## config.mk

```make
export PLATFORM = sky130hd
export DESIGN_NAME = light_sensor_autorange_lux_unit
export DESIGN_NICKNAME = d
export VERILOG_FILES = /design/src/rtl/lsal_pkg.sv /design/src/rtl/light_sensor_autorange_lux_unit.sv
export SDC_FILE = /design/constraint.sdc
export NUM_CORES = 2
export LEC_CHECK = 0
export ABC_AREA = 1
export BUFFER_PORTS_ARGS = -buffer_cell sky130_fd_sc_hd__buf_4
export CAP_MARGIN = 15
export CORE_ASPECT_RATIO = 1.4
export CORE_MARGIN = 4
export CORE_UTILIZATION = 60
export DETAILED_ROUTE_END_ITERATION = 16
export PLACE_DENSITY = 0.91
export SETUP_SLACK_MARGIN = 0.15
export SYNTH_ARGS = -nofsm -noshare
export SYNTH_HDL_FRONTEND = slang
export SYNTH_SLANG_ARGS = --single-unit
```

## constraint.sdc

```tcl
create_clock -name clock -period 7.6 [get_ports clock]
set_input_delay 0.38 -clock clock [delete_from_list [all_inputs] [get_ports clock]]
set_output_delay 0.38 -clock clock [all_outputs]
set_load 0.01 [all_outputs]
```

## src/rtl/lsal_pkg.sv

```systemverilog
package lsal_pkg;

   localparam int ADC_BITS_DEF = 16;
   localparam int ADC_FIELD_W  = 16;
   localparam int REQ_DATA_W   = 32;
   localparam int RSP_DATA_W   = 48;

   localparam int CYC_W   = 9;
   localparam int GAIN_W  = 3;
   localparam int LUX_W   = 30;
   localparam int SUM_W   = 32;
   localparam int SCALE_W = 15;

   // Dividing by this constant goes through a reciprocal and one correction.
   localparam int DIVISOR     = 546;
   localparam int DIV_W       = 25;
   localparam int PROD_W      = 2 * DIV_W;
   localparam int RECIP_SHIFT = 34;
   localparam int RECIP_W     = 25;
   localparam int QUO_W       = PROD_W - RECIP_SHIFT;
   localparam int REM_W       = 10;

   localparam logic [SUM_W-1:0] LUX_LIMIT = SUM_W'(400000000);

   localparam logic [ADC_FIELD_W-1:0] TH_120X = 16'd6;
   localparam logic [ADC_FIELD_W-1:0] TH_16X  = 16'd102;
   localparam logic [ADC_FIELD_W-1:0] TH_8X   = 16'd409;
   localparam logic [ADC_FIELD_W-1:0] TH_1X   = 16'd3276;

   localparam logic MODE_PROBE   = 1'b0;
   localparam logic MODE_MEASURE = 1'b1;

   localparam logic [GAIN_W-1:0] GAIN_0P16X = 3'd0;
   localparam logic [GAIN_W-1:0] GAIN_1X    = 3'd1;
   localparam logic [GAIN_W-1:0] GAIN_8X    = 3'd2;
   localparam logic [GAIN_W-1:0] GAIN_16X   = 3'd3;
   localparam logic [GAIN_W-1:0] GAIN_120X  = 3'd4;

   typedef enum logic [2:0] {
      RG_RESET,
      RG_120X,
      RG_16X,
      RG_8X,
      RG_1X,
      RG_0P16X
   } range_type;

   function automatic logic [CYC_W-1:0] range_cycles(input range_type rg);
      logic [CYC_W-1:0] c;
      unique case (rg)
         RG_RESET: c = 9'd1;
         RG_120X:  c = 9'd256;
         RG_16X:   c = 9'd128;
         default:  c = 9'd64;
      endcase
      return c;
   endfunction

   function automatic logic [GAIN_W-1:0] range_gain(input range_type rg);
      logic [GAIN_W-1:0] g;
      unique case (rg)
         RG_120X:  g = GAIN_120X;
         RG_16X:   g = GAIN_16X;
         RG_8X:    g = GAIN_8X;
         RG_0P16X: g = GAIN_0P16X;
         default:  g = GAIN_1X;
      endcase
      return g;
   endfunction

   // Lux in 1/256 units is |M| * scale / 546 for each stored setting.
   function automatic logic [SCALE_W-1:0] range_scale(input range_type rg);
      logic [SCALE_W-1:0] s;
      unique case (rg)
         RG_RESET: s = 15'd30720;
         RG_120X:  s = 15'd1;
         RG_16X:   s = 15'd15;
         RG_8X:    s = 15'd60;
         RG_1X:    s = 15'd480;
         default:  s = 15'd3000;
      endcase
      return s;
   endfunction

   typedef enum logic [2:0] {
      AO_NONE,
      AO_DIFF,
      AO_MAX,
      AO_FINISH,
      AO_PICK
   } alu_op_type;

   typedef enum logic [1:0] {
      MS_NONE,
      MS_X_RECIP,
      MS_REM_N,
      MS_QUO_N
   } mul_sel_type;

   typedef enum logic [1:0] {
      DD_NONE,
      DD_QA,
      DD_FR
   } div_dst_type;

   typedef enum logic [1:0] {
      JC_NEXT,
      JC_ON_ACCEPT,
      JC_IF_PROBE,
      JC_ON_SPACE
   } jump_type;

   localparam int STEP_W = 4;

   typedef struct packed {
      logic              ld_in;
      alu_op_type        alu;
      mul_sel_type       mul;
      div_dst_type       div;
      jump_type          jump;
      logic [STEP_W-1:0] target;
   } ucode_word_type;

   localparam logic [STEP_W-1:0] ST_WAIT   = 4'd0;
   localparam logic [STEP_W-1:0] ST_FINISH = 4'd9;
   localparam logic [STEP_W-1:0] ST_PICK   = 4'd10;

   function automatic ucode_word_type ucode_rom(input logic [STEP_W-1:0] step);
      ucode_word_type w;
      unique case (step)
         4'd0:    w = '{1'b1, AO_NONE,   MS_NONE,    DD_NONE, JC_ON_ACCEPT, ST_WAIT};
         4'd1:    w = '{1'b0, AO_DIFF,   MS_NONE,    DD_NONE, JC_IF_PROBE,  ST_PICK};
         4'd2:    w = '{1'b0, AO_MAX,    MS_NONE,    DD_NONE, JC_NEXT,      ST_WAIT};
         4'd3:    w = '{1'b0, AO_NONE,   MS_X_RECIP, DD_NONE, JC_NEXT,      ST_WAIT};
         4'd4:    w = '{1'b0, AO_NONE,   MS_NONE,    DD_QA,   JC_NEXT,      ST_WAIT};
         4'd5:    w = '{1'b0, AO_NONE,   MS_REM_N,   DD_NONE, JC_NEXT,      ST_WAIT};
         4'd6:    w = '{1'b0, AO_NONE,   MS_X_RECIP, DD_NONE, JC_NEXT,      ST_WAIT};
         4'd7:    w = '{1'b0, AO_NONE,   MS_NONE,    DD_FR,   JC_NEXT,      ST_WAIT};
         4'd8:    w = '{1'b0, AO_NONE,   MS_QUO_N,   DD_NONE, JC_NEXT,      ST_WAIT};
         4'd9:    w = '{1'b0, AO_FINISH, MS_NONE,    DD_NONE, JC_ON_SPACE,  ST_WAIT};
         4'd10:   w = '{1'b0, AO_PICK,   MS_NONE,    DD_NONE, JC_ON_SPACE,  ST_WAIT};
         default: w = '{1'b0, AO_NONE,   MS_NONE,    DD_NONE, JC_ON_SPACE,  ST_WAIT};
      endcase
      return w;
   endfunction

endpackage

```

## src/rtl/light_sensor_autorange_lux_unit.sv

```systemverilog
// Range picker and lux calculator for a two-channel ambient light sensor.
// The req channel carries one reading per transaction: tuser is the mode
// (0 = probe reading, 1 = final reading), tdata holds the two channel counts.
// The rsp channel returns one result per reading: the integration cycles and
// gain code in use, the signed lux value in 1/256 lux, and in tuser a flag
// that is set when lux was computed.
// A probe transaction picks and stores a new range: after the difference step
// the sequencer jumps to its pick step, which writes the result, and the next
// reading is taken once it is back at its wait step. A final reading runs a
// 9-step microprogram on one shared 25 x 25 multiplier and a reciprocal divide
// stage; its last step writes the result before the next reading is taken.
// Results sit in an output register, so the next reading is accepted while a
// result still waits. If that register is still full when the next result is
// ready, the sequencer holds on its last step until rsp_tready frees it.
// Reset empties the output, returns the sequencer to its wait step and sets
// the stored range to 1 integration cycle at gain 1x.
module light_sensor_autorange_lux_unit #(
   parameter int ADC_BITS = lsal_pkg::ADC_BITS_DEF
) (
   input  logic                                clock,
   input  logic                                reset,
   input  logic                                req_tvalid,
   output logic                                req_tready,
   input  logic [lsal_pkg::REQ_DATA_W-1:0]     req_tdata,  // adc_ch0, adc_ch1
   input  logic [0:0]                          req_tuser,  // mode
   output logic                                rsp_tvalid,
   input  logic                                rsp_tready,
   output logic [lsal_pkg::RSP_DATA_W-1:0]     rsp_tdata,  // int_cycles, gain_code, lux
   output logic [0:0]                          rsp_tuser   // lux_valid
);

   import lsal_pkg::*;

   localparam int DIFF_W = ADC_BITS + 9;
   localparam logic [RECIP_W-1:0] RECIP = RECIP_W'((64'd1 << RECIP_SHIFT) / 64'(DIVISOR));

   logic [STEP_W-1:0]          step_ff, step_in;
   logic                       mode_ff, mode_in;
   logic [ADC_BITS-1:0]        ch0_ff, ch0_in, ch1_ff, ch1_in;
   logic signed [DIFF_W-1:0]   n1_ff, n1_in, n2_ff, n2_in;
   logic                       neg_ff, neg_in;
   logic [DIV_W-1:0]           x_ff, x_in;
   logic [PROD_W-1:0]          prod_ff, prod_in;
   logic [QUO_W-1:0]           qa_ff, qa_in, fr_ff, fr_in;
   logic [REM_W-1:0]           ra_ff, ra_in;
   range_type                  range_ff, range_in;
   logic                       rsp_valid_ff, rsp_valid_in;
   logic [CYC_W-1:0]           rsp_cycles_ff, rsp_cycles_in;
   logic [GAIN_W-1:0]          rsp_gain_ff, rsp_gain_in;
   logic signed [LUX_W-1:0]    rsp_lux_ff, rsp_lux_in;
   logic                       rsp_lux_valid_ff, rsp_lux_valid_in;

   ucode_word_type             cw;
   logic                       req_accept;
   logic                       space;
   logic                       emit;
   logic [ADC_BITS-1:0]        ch_max;
   range_type                  pick;
   logic signed [DIFF_W-1:0]   c0s, c1s, m_sel, m_abs;
   logic [DIV_W-1:0]           mul_a, mul_b;
   logic [PROD_W-1:0]          mul_p;
   logic [QUO_W-1:0]           q_est, div_quo;
   logic [DIV_W-1:0]           r_est;
   logic                       div_fix;
   logic [REM_W-1:0]           div_rem;
   logic [SUM_W-1:0]           mag_sum, mag_sat;
   logic signed [LUX_W-1:0]    lux_mag;

   assign cw         = ucode_rom(step_ff);
   assign req_tready = cw.ld_in && !reset;
   assign req_accept = req_tvalid && req_tready;
   assign space      = !rsp_valid_ff || rsp_tready;
   assign emit       = (cw.alu == AO_FINISH || cw.alu == AO_PICK) && space;

   assign rsp_tvalid = rsp_valid_ff;
   assign rsp_tdata  = RSP_DATA_W'({rsp_lux_ff, rsp_gain_ff, rsp_cycles_ff});
   assign rsp_tuser  = rsp_lux_valid_ff;

   always_comb begin
      ch_max = (ch0_ff > ch1_ff) ? ch0_ff : ch1_ff;
      if (ADC_FIELD_W'(ch_max) <= TH_120X) begin
         pick = RG_120X;
      end else if (ADC_FIELD_W'(ch_max) <= TH_16X) begin
         pick = RG_16X;
      end else if (ADC_FIELD_W'(ch_max) <= TH_8X) begin
         pick = RG_8X;
      end else if (ADC_FIELD_W'(ch_max) <= TH_1X) begin
         pick = RG_1X;
      end else begin
         pick = RG_0P16X;
      end
   end

   always_comb begin
      c0s   = signed'(DIFF_W'(ch0_ff));
      c1s   = signed'(DIFF_W'(ch1_ff));
      m_sel = (n1_ff > n2_ff) ? n1_ff : n2_ff;
      m_abs = m_sel[DIFF_W-1] ? -m_sel : m_sel;
   end

   always_comb begin
      case (cw.mul)
         MS_X_RECIP: begin
            mul_a = x_ff;
            mul_b = DIV_W'(RECIP);
         end
         MS_REM_N: begin
            mul_a = DIV_W'(ra_ff);
            mul_b = DIV_W'(range_scale(range_ff));
         end
         MS_QUO_N: begin
            mul_a = DIV_W'(qa_ff);
            mul_b = DIV_W'(range_scale(range_ff));
         end
         default: begin
            mul_a = '0;
            mul_b = '0;
         end
      endcase
      mul_p = mul_a * mul_b;
   end

   // The reciprocal estimate is low by at most one, so one correction suffices.
   always_comb begin
      q_est   = prod_ff[RECIP_SHIFT +: QUO_W];
      r_est   = x_ff - DIV_W'(q_est * DIVISOR);
      div_fix = r_est >= DIV_W'(DIVISOR);
      div_quo = q_est + QUO_W'(div_fix);
      div_rem = div_fix ? REM_W'(r_est - DIV_W'(DIVISOR)) : REM_W'(r_est);
   end

   always_comb begin
      mag_sum = SUM_W'(prod_ff) + SUM_W'(fr_ff);
      mag_sat = (mag_sum > LUX_LIMIT) ? LUX_LIMIT : mag_sum;
      lux_mag = signed'(LUX_W'(mag_sat));
   end

   always_comb begin
      step_in = step_ff;
      unique case (cw.jump)
         JC_NEXT: begin
            step_in = step_ff + 1'b1;
         end
         JC_ON_ACCEPT: begin
            if (req_accept) begin
               step_in = step_ff + 1'b1;
            end
         end
         JC_IF_PROBE: begin
            step_in = (mode_ff == MODE_PROBE) ? cw.target : step_ff + 1'b1;
         end
         JC_ON_SPACE: begin
            if (space) begin
               step_in = cw.target;
            end
         end
         default: begin
            step_in = ST_WAIT;
         end
      endcase
   end

   always_comb begin
      mode_in          = mode_ff;
      ch0_in           = ch0_ff;
      ch1_in           = ch1_ff;
      n1_in            = n1_ff;
      n2_in            = n2_ff;
      neg_in           = neg_ff;
      x_in             = x_ff;
      prod_in          = prod_ff;
      qa_in            = qa_ff;
      ra_in            = ra_ff;
      fr_in            = fr_ff;
      range_in         = range_ff;
      rsp_cycles_in    = rsp_cycles_ff;
      rsp_gain_in      = rsp_gain_ff;
      rsp_lux_in       = rsp_lux_ff;
      rsp_lux_valid_in = rsp_lux_valid_ff;

      if (req_accept) begin
         mode_in = req_tuser[0];
         ch0_in  = req_tdata[ADC_BITS-1:0];
         ch1_in  = req_tdata[ADC_FIELD_W +: ADC_BITS];
      end

      if (cw.alu == AO_DIFF) begin
         n1_in = DIFF_W'(c0s * 100) - DIFF_W'(c1s * 187);
         n2_in = DIFF_W'(c0s * 63) - DIFF_W'(c1s * 100);
      end
      if (cw.alu == AO_MAX) begin
         neg_in = m_sel[DIFF_W-1];
         x_in   = DIV_W'(unsigned'(m_abs));
      end

      if (cw.mul == MS_X_RECIP || cw.mul == MS_QUO_N) begin
         prod_in = mul_p;
      end
      if (cw.mul == MS_REM_N) begin
         x_in = DIV_W'(mul_p);
      end

      if (cw.div == DD_QA) begin
         qa_in = div_quo;
         ra_in = div_rem;
      end
      if (cw.div == DD_FR) begin
         fr_in = div_quo;
      end

      if (emit && cw.alu == AO_FINISH) begin
         rsp_cycles_in    = range_cycles(range_ff);
         rsp_gain_in      = range_gain(range_ff);
         rsp_lux_in       = neg_ff ? -lux_mag : lux_mag;
         rsp_lux_valid_in = 1'b1;
      end
      if (emit && cw.alu == AO_PICK) begin
         range_in         = pick;
         rsp_cycles_in    = range_cycles(pick);
         rsp_gain_in      = range_gain(pick);
         rsp_lux_in       = '0;
         rsp_lux_valid_in = 1'b0;
      end
   end

   always_comb begin
      if (emit) begin
         rsp_valid_in = 1'b1;
      end else if (rsp_tready) begin
         rsp_valid_in = 1'b0;
      end else begin
         rsp_valid_in = rsp_valid_ff;
      end
   end

   always_ff @(posedge clock) begin
      if (reset) begin
         step_ff      <= ST_WAIT;
         range_ff     <= RG_RESET;
         rsp_valid_ff <= 1'b0;
      end else begin
         step_ff      <= step_in;
         range_ff     <= range_in;
         rsp_valid_ff <= rsp_valid_in;
      end
   end

   always_ff @(posedge clock) begin
      mode_ff          <= mode_in;
      ch0_ff           <= ch0_in;
      ch1_ff           <= ch1_in;
      n1_ff            <= n1_in;
      n2_ff            <= n2_in;
      neg_ff           <= neg_in;
      x_ff             <= x_in;
      prod_ff          <= prod_in;
      qa_ff            <= qa_in;
      ra_ff            <= ra_in;
      fr_ff            <= fr_in;
      rsp_cycles_ff    <= rsp_cycles_in;
      rsp_gain_ff      <= rsp_gain_in;
      rsp_lux_ff       <= rsp_lux_in;
      rsp_lux_valid_ff <= rsp_lux_valid_in;
   end

   a_one_reading_at_a_time: assert property (@(posedge clock) disable iff (reset)
      req_tvalid && req_tready |=> !req_tready)
      else $error("Reading accepted while the sequencer was still busy.");

   a_result_from_last_step: assert property (@(posedge clock) disable iff (reset)
      $rose(rsp_valid_ff) |-> $past(step_ff) == ST_FINISH || $past(step_ff) == ST_PICK)
      else $error("Result presented from a step that does not produce one.");

   a_divide_estimate_close: assert property (@(posedge clock) disable iff (reset)
      cw.div != DD_NONE |-> r_est < DIV_W'(2 * DIVISOR))
      else $error("Reciprocal quotient estimate off by more than one.");

   a_probe_result_zero: assert property (@(posedge clock) disable iff (reset)
      rsp_valid_ff && !rsp_lux_valid_ff |-> rsp_lux_ff == '0)
      else $error("Probe result carries a nonzero lux value.");

endmodule
```

# After elaboration in Yosys (flattened, before gate mapping)

Memory sizes are Yosys's and may differ from the RTL's. A register that Yosys moved wholly into a read port is not among the register bits.
Cells that the tools add are included.
W data, S select, Z words.

Register bits after elaboration: 252
Memory bits (read-only): 192
Bits of input ports: 37
Output and inout port bits: 51
Logic and storage cells: 114
Memories: 1

Add/subtract/negate cells: 9
$mul: 6
$lt $le $gt $ge: 8
Equal/unequal tests: 23
Muxes and demuxes: 31
Reductions and logical operators: 18

Memory list:

| name            | depth | bits a word | read ports | clocked after Yosys merged registers in | wr ports | line            | source |
|---|---|---|---|---|---|---|---|
| (no name shown) | 16    | 12          | 1          | 1                                       | 0        | lsal_pkg.sv:130 | `unique case (step)` |

Operators by type and width:

| kind                    | number |
|---|---|
| $mux W25                | 4 |
| $pmux W15 S5            | 1 |
| $pmux W25 S3            | 1 |
| $mux W30                | 2 |
| $pmux W9 S3             | 2 |
| $mul A25 B25 Y50        | 1 |
| $pmux W25 S2            | 1 |
| $mul A16 B5 Y21 const B | 2 |
| $add A32 B16 Y32        | 1 |
| $gt A32 B29 Y1 const B  | 1 |
| $neg A30 Y30            | 1 |
| $ge A25 B10 Y1 const B  | 1 |
| $gt A25 B25 Y1          | 1 |
| $neg A25 Y25            | 1 |
| $sub A23 B24 Y25        | 1 |
| $sub A25 B25 Y25        | 1 |
| $mul A16 B8 Y24 const B | 1 |
| $mul A16 B9 Y24 const B | 1 |
| $pmux W3 S4             | 2 |
| $sub A22 B23 Y24        | 1 |
| $mul A16 B6 Y22 const B | 1 |
| $mux W4                 | 5 |
| $eq A3 B2 Y1 const B    | 6 |
| $mux W9                 | 2 |
| other kinds (26)        | 54 |

# Logic depth before layout (Yosys ltp)

Depth in word-level cells: 10
Gate-level depth with buffers: 40
Mapped depth without buffers: 39

# Least setup slack after synthesis

Ideal clock, no wire load.

Path type: register -> register
Start point: reg, netlist name cw[8]
End point: reg prod_ff[46], data pin
Setup time: 265 ps
Arrival: 7414 ps
Required time: 7335 ps
Setup slack: -79 ps
Stages on the path, launching flop included: 33
Path buffers: 1
Period minus slack after synthesis: 7679 ps
Cells stage by stage: dfxtp_1 > inv_1 > nor2_1 > clkbuf_1 > inv_1 > nor2_1 > inv_1 > o21ai_1 > inv_1 > nor2_1 > fa_1 > fa_1 > inv_1 > fa_1 > fa_1 > inv_1 > ha_1 > fa_1 > inv_1 > fa_1 > inv_1 > ha_1 > a21oi_1 > inv_1 > a21oi_1 > o221ai_1 > a21oi_1 > o21ai_0 > inv_1 > nor4_1 > nor3_1 > o21ai_0 > xor2_1

Cells in the longest elaborated chain, start to end: 4
Elaborated cells on any way between the ends: 7
Those cells by class: mul (1); eq/ne (3); mux (2); reduce/logical (1)

RTL lines:

| item                              | line                                   | source |
|---|---|---|
| $eq A2 B2 Y1                      | light_sensor_autorange_lux_unit.sv:102 | `case (cw.mul)` |
| $reduce_or A2 Y1 (no source line) | --                                     |  |
| $pmux W25 S2                      | light_sensor_autorange_lux_unit.sv:102 |  |
| $mul A25 B25 Y50 *                | light_sensor_autorange_lux_unit.sv:120 | `mul_p = mul_a * mul_b;` |
| via mul_p[46]                     | light_sensor_autorange_lux_unit.sv:61  | `logic [PROD_W-1:0] mul_p;` |
| to (signal assigned)              | light_sensor_autorange_lux_unit.sv:256 | `prod_ff <= prod_in;` |
| to (decl)                         | light_sensor_autorange_lux_unit.sv:43  | `logic [PROD_W-1:0] prod_ff, prod_in;` |

Mark *: on every way through the listed nets, which the timed path passes. The rest lies on a longest branch.
A chain may end at the register's enable or synchronous reset.

# Final worst setup path

Start point: reg ch0_ff[3]
End point: reg n1_ff[23], data pin

Cells in the longest elaborated chain, start to end: 2

RTL lines:

| item                   | line                                   | source |
|---|---|---|
| from (decl)            | light_sensor_autorange_lux_unit.sv:39  | `logic [ADC_BITS-1:0] ch0_ff, ch0_in, ch1_ff, ch1_in;` |
| from (signal assigned) | light_sensor_autorange_lux_unit.sv:250 | `ch0_ff <= ch0_in;` |
| $mul A16 B5 Y21        | light_sensor_autorange_lux_unit.sv:188 | `n1_in = DIFF_W'(c0s * 100) - DIFF_W'(c1s * 187);` |
| $sub A23 B24 Y25       | light_sensor_autorange_lux_unit.sv:188 |  |
| to (signal assigned)   | light_sensor_autorange_lux_unit.sv:252 | `n1_ff <= n1_in;` |
| to (decl)              | light_sensor_autorange_lux_unit.sv:40  | `logic signed [DIFF_W-1:0] n1_ff, n1_in, n2_ff, n2_in;` |

Every way passes these cells.

==> flow_summary.ini <==
[layout]
nets = 6650
syn_to_final_growth_pct = 12.37
drive_gt1_frac = 0.09677
num_antenna_cells = 0

[synthesis]
synth_top_flop_cell = edfxtp_1
syn_area_per_cell_um2 = 8.352
synth_top_area_share = 0.2603
synth_seq_cells = 255
syn_area_mm2 = 0.04237
yosysMostFrequentCell = inv_1
synth-edff-count = 205
post_synth_num_cell_types = 63
seq_area_frac_synth = 0.1689
yosysTopAreaCell = fa_1
syn_inst = 5073
synth_commonest_cells = inv_1 (1348), nand2_1 (872), ha_1 (607), fa_1 (551), nor2_1 (269)
ys_async_sr_fraction = 0
synth.area.top_cells = fa_1 (26%), ha_1 (18%), edfxtp_1 (15%), inv_1 (12%), nand2_1 (7.7%)
yosysWarnings = 0

[cts]
clock_sinks = 255
cts_buffer_depth = 3
path_clk_slew_ns = 0.06
cts_tree = built
cts-root-buf = clkbuf_16
clock_latency_ns = 0.61
htree_levels = 1
numCtsBuffers = 28

[placement]
dpl.hpwl_mm = 102.3
gp_congestion = 1.045
io_buffers = 76
place_ws_ns = -0.04375

[hold_path]
hold_class = input pin to register

[global_routing]
grt.total_usage = 0.3260
grt_max_degree = 51
grt_pass1_wl_mm = 192.0
antenna_found_initial = 0
grt-ovfl-total = 0
first_global_vias = 38220

[floorplan]
start_util = 0.6046
die_width_um = 232.6
die_height_um = 322.4
die-area_mm2 = 0.07499
std_cell_rows = 115
fp.coreArea_mm2 = 0.07007
boundaryPins = 88

[sta]
timing.hold.ws_ns = 0.1416
hold_viol = 0
fmax_ghz = 0.1357
max_slew_margin = 0.3135
max_slew.worst_pin.slew_ns = 1.019
rsz0062_at_grt = yes
fin_crit_sh = 0.9698
finalCriticalPeriod_ns = 7.371
setup_viol = 0
finClkSkew_ns = 0.03790
finalWorstSetupSlack_ns = 0.2295
maxSlewViolCount = 0

[outcome]
status = completed

[drt]
routedWlPerCell_um = 19.27
wirelength_mm = 123.6
drtIter0Drc = 3159
vias = 36000
ant_nets = 0
dr.pass1.iters = 7
vias_per_cell = 5.614
drc = 0

[critical_path]
cp_data_arrival_time_ns = 7.72
path_max_fanout = 5
end_kind = register
slowest_delay_ns = 0.55
crit_required_ns = 7.95
worstSetupPathType = register to register
crit_path_top_delay_cell = fa_1
startpoint_type = register

[run]
cap_violations = 0
## routing by layer
metal  routed length (um)  part of all wire  vias up  global-route usage
li1                     -                 -    16360                   -
met1                40340              0.33    17060              0.3377
met2                61630              0.50     1855              0.5847
met3                 8642             0.070      728             0.04867
met4                12980              0.11        0              0.2591
met5                    0                 0        -                   0
## per-stage QoR
step | TNS [ns] | util | instances | cell area, um2
3_3_place_gp | 0 | 0.6507 | 6293 | 45590
3_5_place_dp | -0.07617 | 0.6508 | 6294 | 45600
2_1_floorplan | 0 | - | 5173 | 42780
6_report | 0 | 0.6795 | 6413 | 47610
5_1_grt | 0 | 0.6795 | 6413 | 47610
4_1_cts | 0 | 0.6695 | 6383 | 46920
## logic make-up (layout without fill, tap and decap cells)
kind of cell	after synthesis	in the layout	synth area share
XOR/XNOR	208	208	0.04317
flip-flops	255	255	0.1689
AND/OR/NAND/NOR	1481	1481	0.1478
AO/OA/AOI/OAI	541	541	0.07206
adder cells (fa/ha/maj)	1158	1158	0.4396
other	2	102	0.0001773
buffers and inverters	1428	1732	0.1283
## worst paths after layout
kind | startpoint | end | slack, ns | depth (start not counted)
max | ch0_ff[3] | n1_ff[23] | 0.23 | 30
min | rsp_tready | rsp_tvalid | 0.14 | 4
max reg2reg | ch0_ff[3] | n1_ff[23] | 0.23 | 30
min reg2reg | rsp_tuser | rsp_tuser | 0.48 | 2
## worst max-delay path: cells and delay by family, from the launching register on
kind / cells / cell delay [ns]
adder cells (fa/ha/maj): 9 / 3.92
AO/OA/AOI/OAI: 5 / 0.94
buffers and inverters: 6 / 0.48
AND/OR/NAND/NOR: 8 / 1.10
flip-flops: 1 / 0.50
XOR/XNOR: 2 / 0.20
## registers in the layout, indices dropped and copies added, names as in the netlist
name           flops
fr_ff             16
step_ff            4
prod_ff           48
rsp_cycles_ff      4
n2_ff             24
mode_ff            1
range_ff           3
n1_ff             25
ch1_ff            16
ch0_ff            16
rsp_lux_ff        30
rsp_tvalid         1
rsp_tuser          1
ra_ff             10
x_ff              25
rsp_gain_ff        3
cw                11
neg_ff             1
qa_ff             16
## timing repair
action	in CTS	in global routing
gates cloned	0	1
hold endpoints to repair	34	0
endpoints found under the setup margin	15	57
hold buffers	34	0
pin swaps	1	28
setup buffers	3	26
gates resized for setup	13	146
## layout by cell type, fill, tap and decap left out, drive strengths merged, types with 127 or more instances in the layout
cell type and count:
inv 1360, nand2 892, ha 607, fa 551, buf 288, nor2 285, a21oi 226, edfxtp 205
o21ai 191, nand3 175, xor2 127
## final cells by class
| class | count | area [um2] |
|---|---|---|
| tap | 936 | 1171 |
| timing repair buffer | 322 | 2601 |
| sequential | 255 | 7166 |
| clock buffer | 34 | 723.2 |
| inverter | 1358 | 5100 |
| multi-input combinational | 3490 | 30640 |
| clock inverter | 18 | 214.0 |
| fill | 5076 | 22460 |
Power is not shown: default switching activity piles up to over one toggle a cycle in this logic, so the estimate is an artifact.
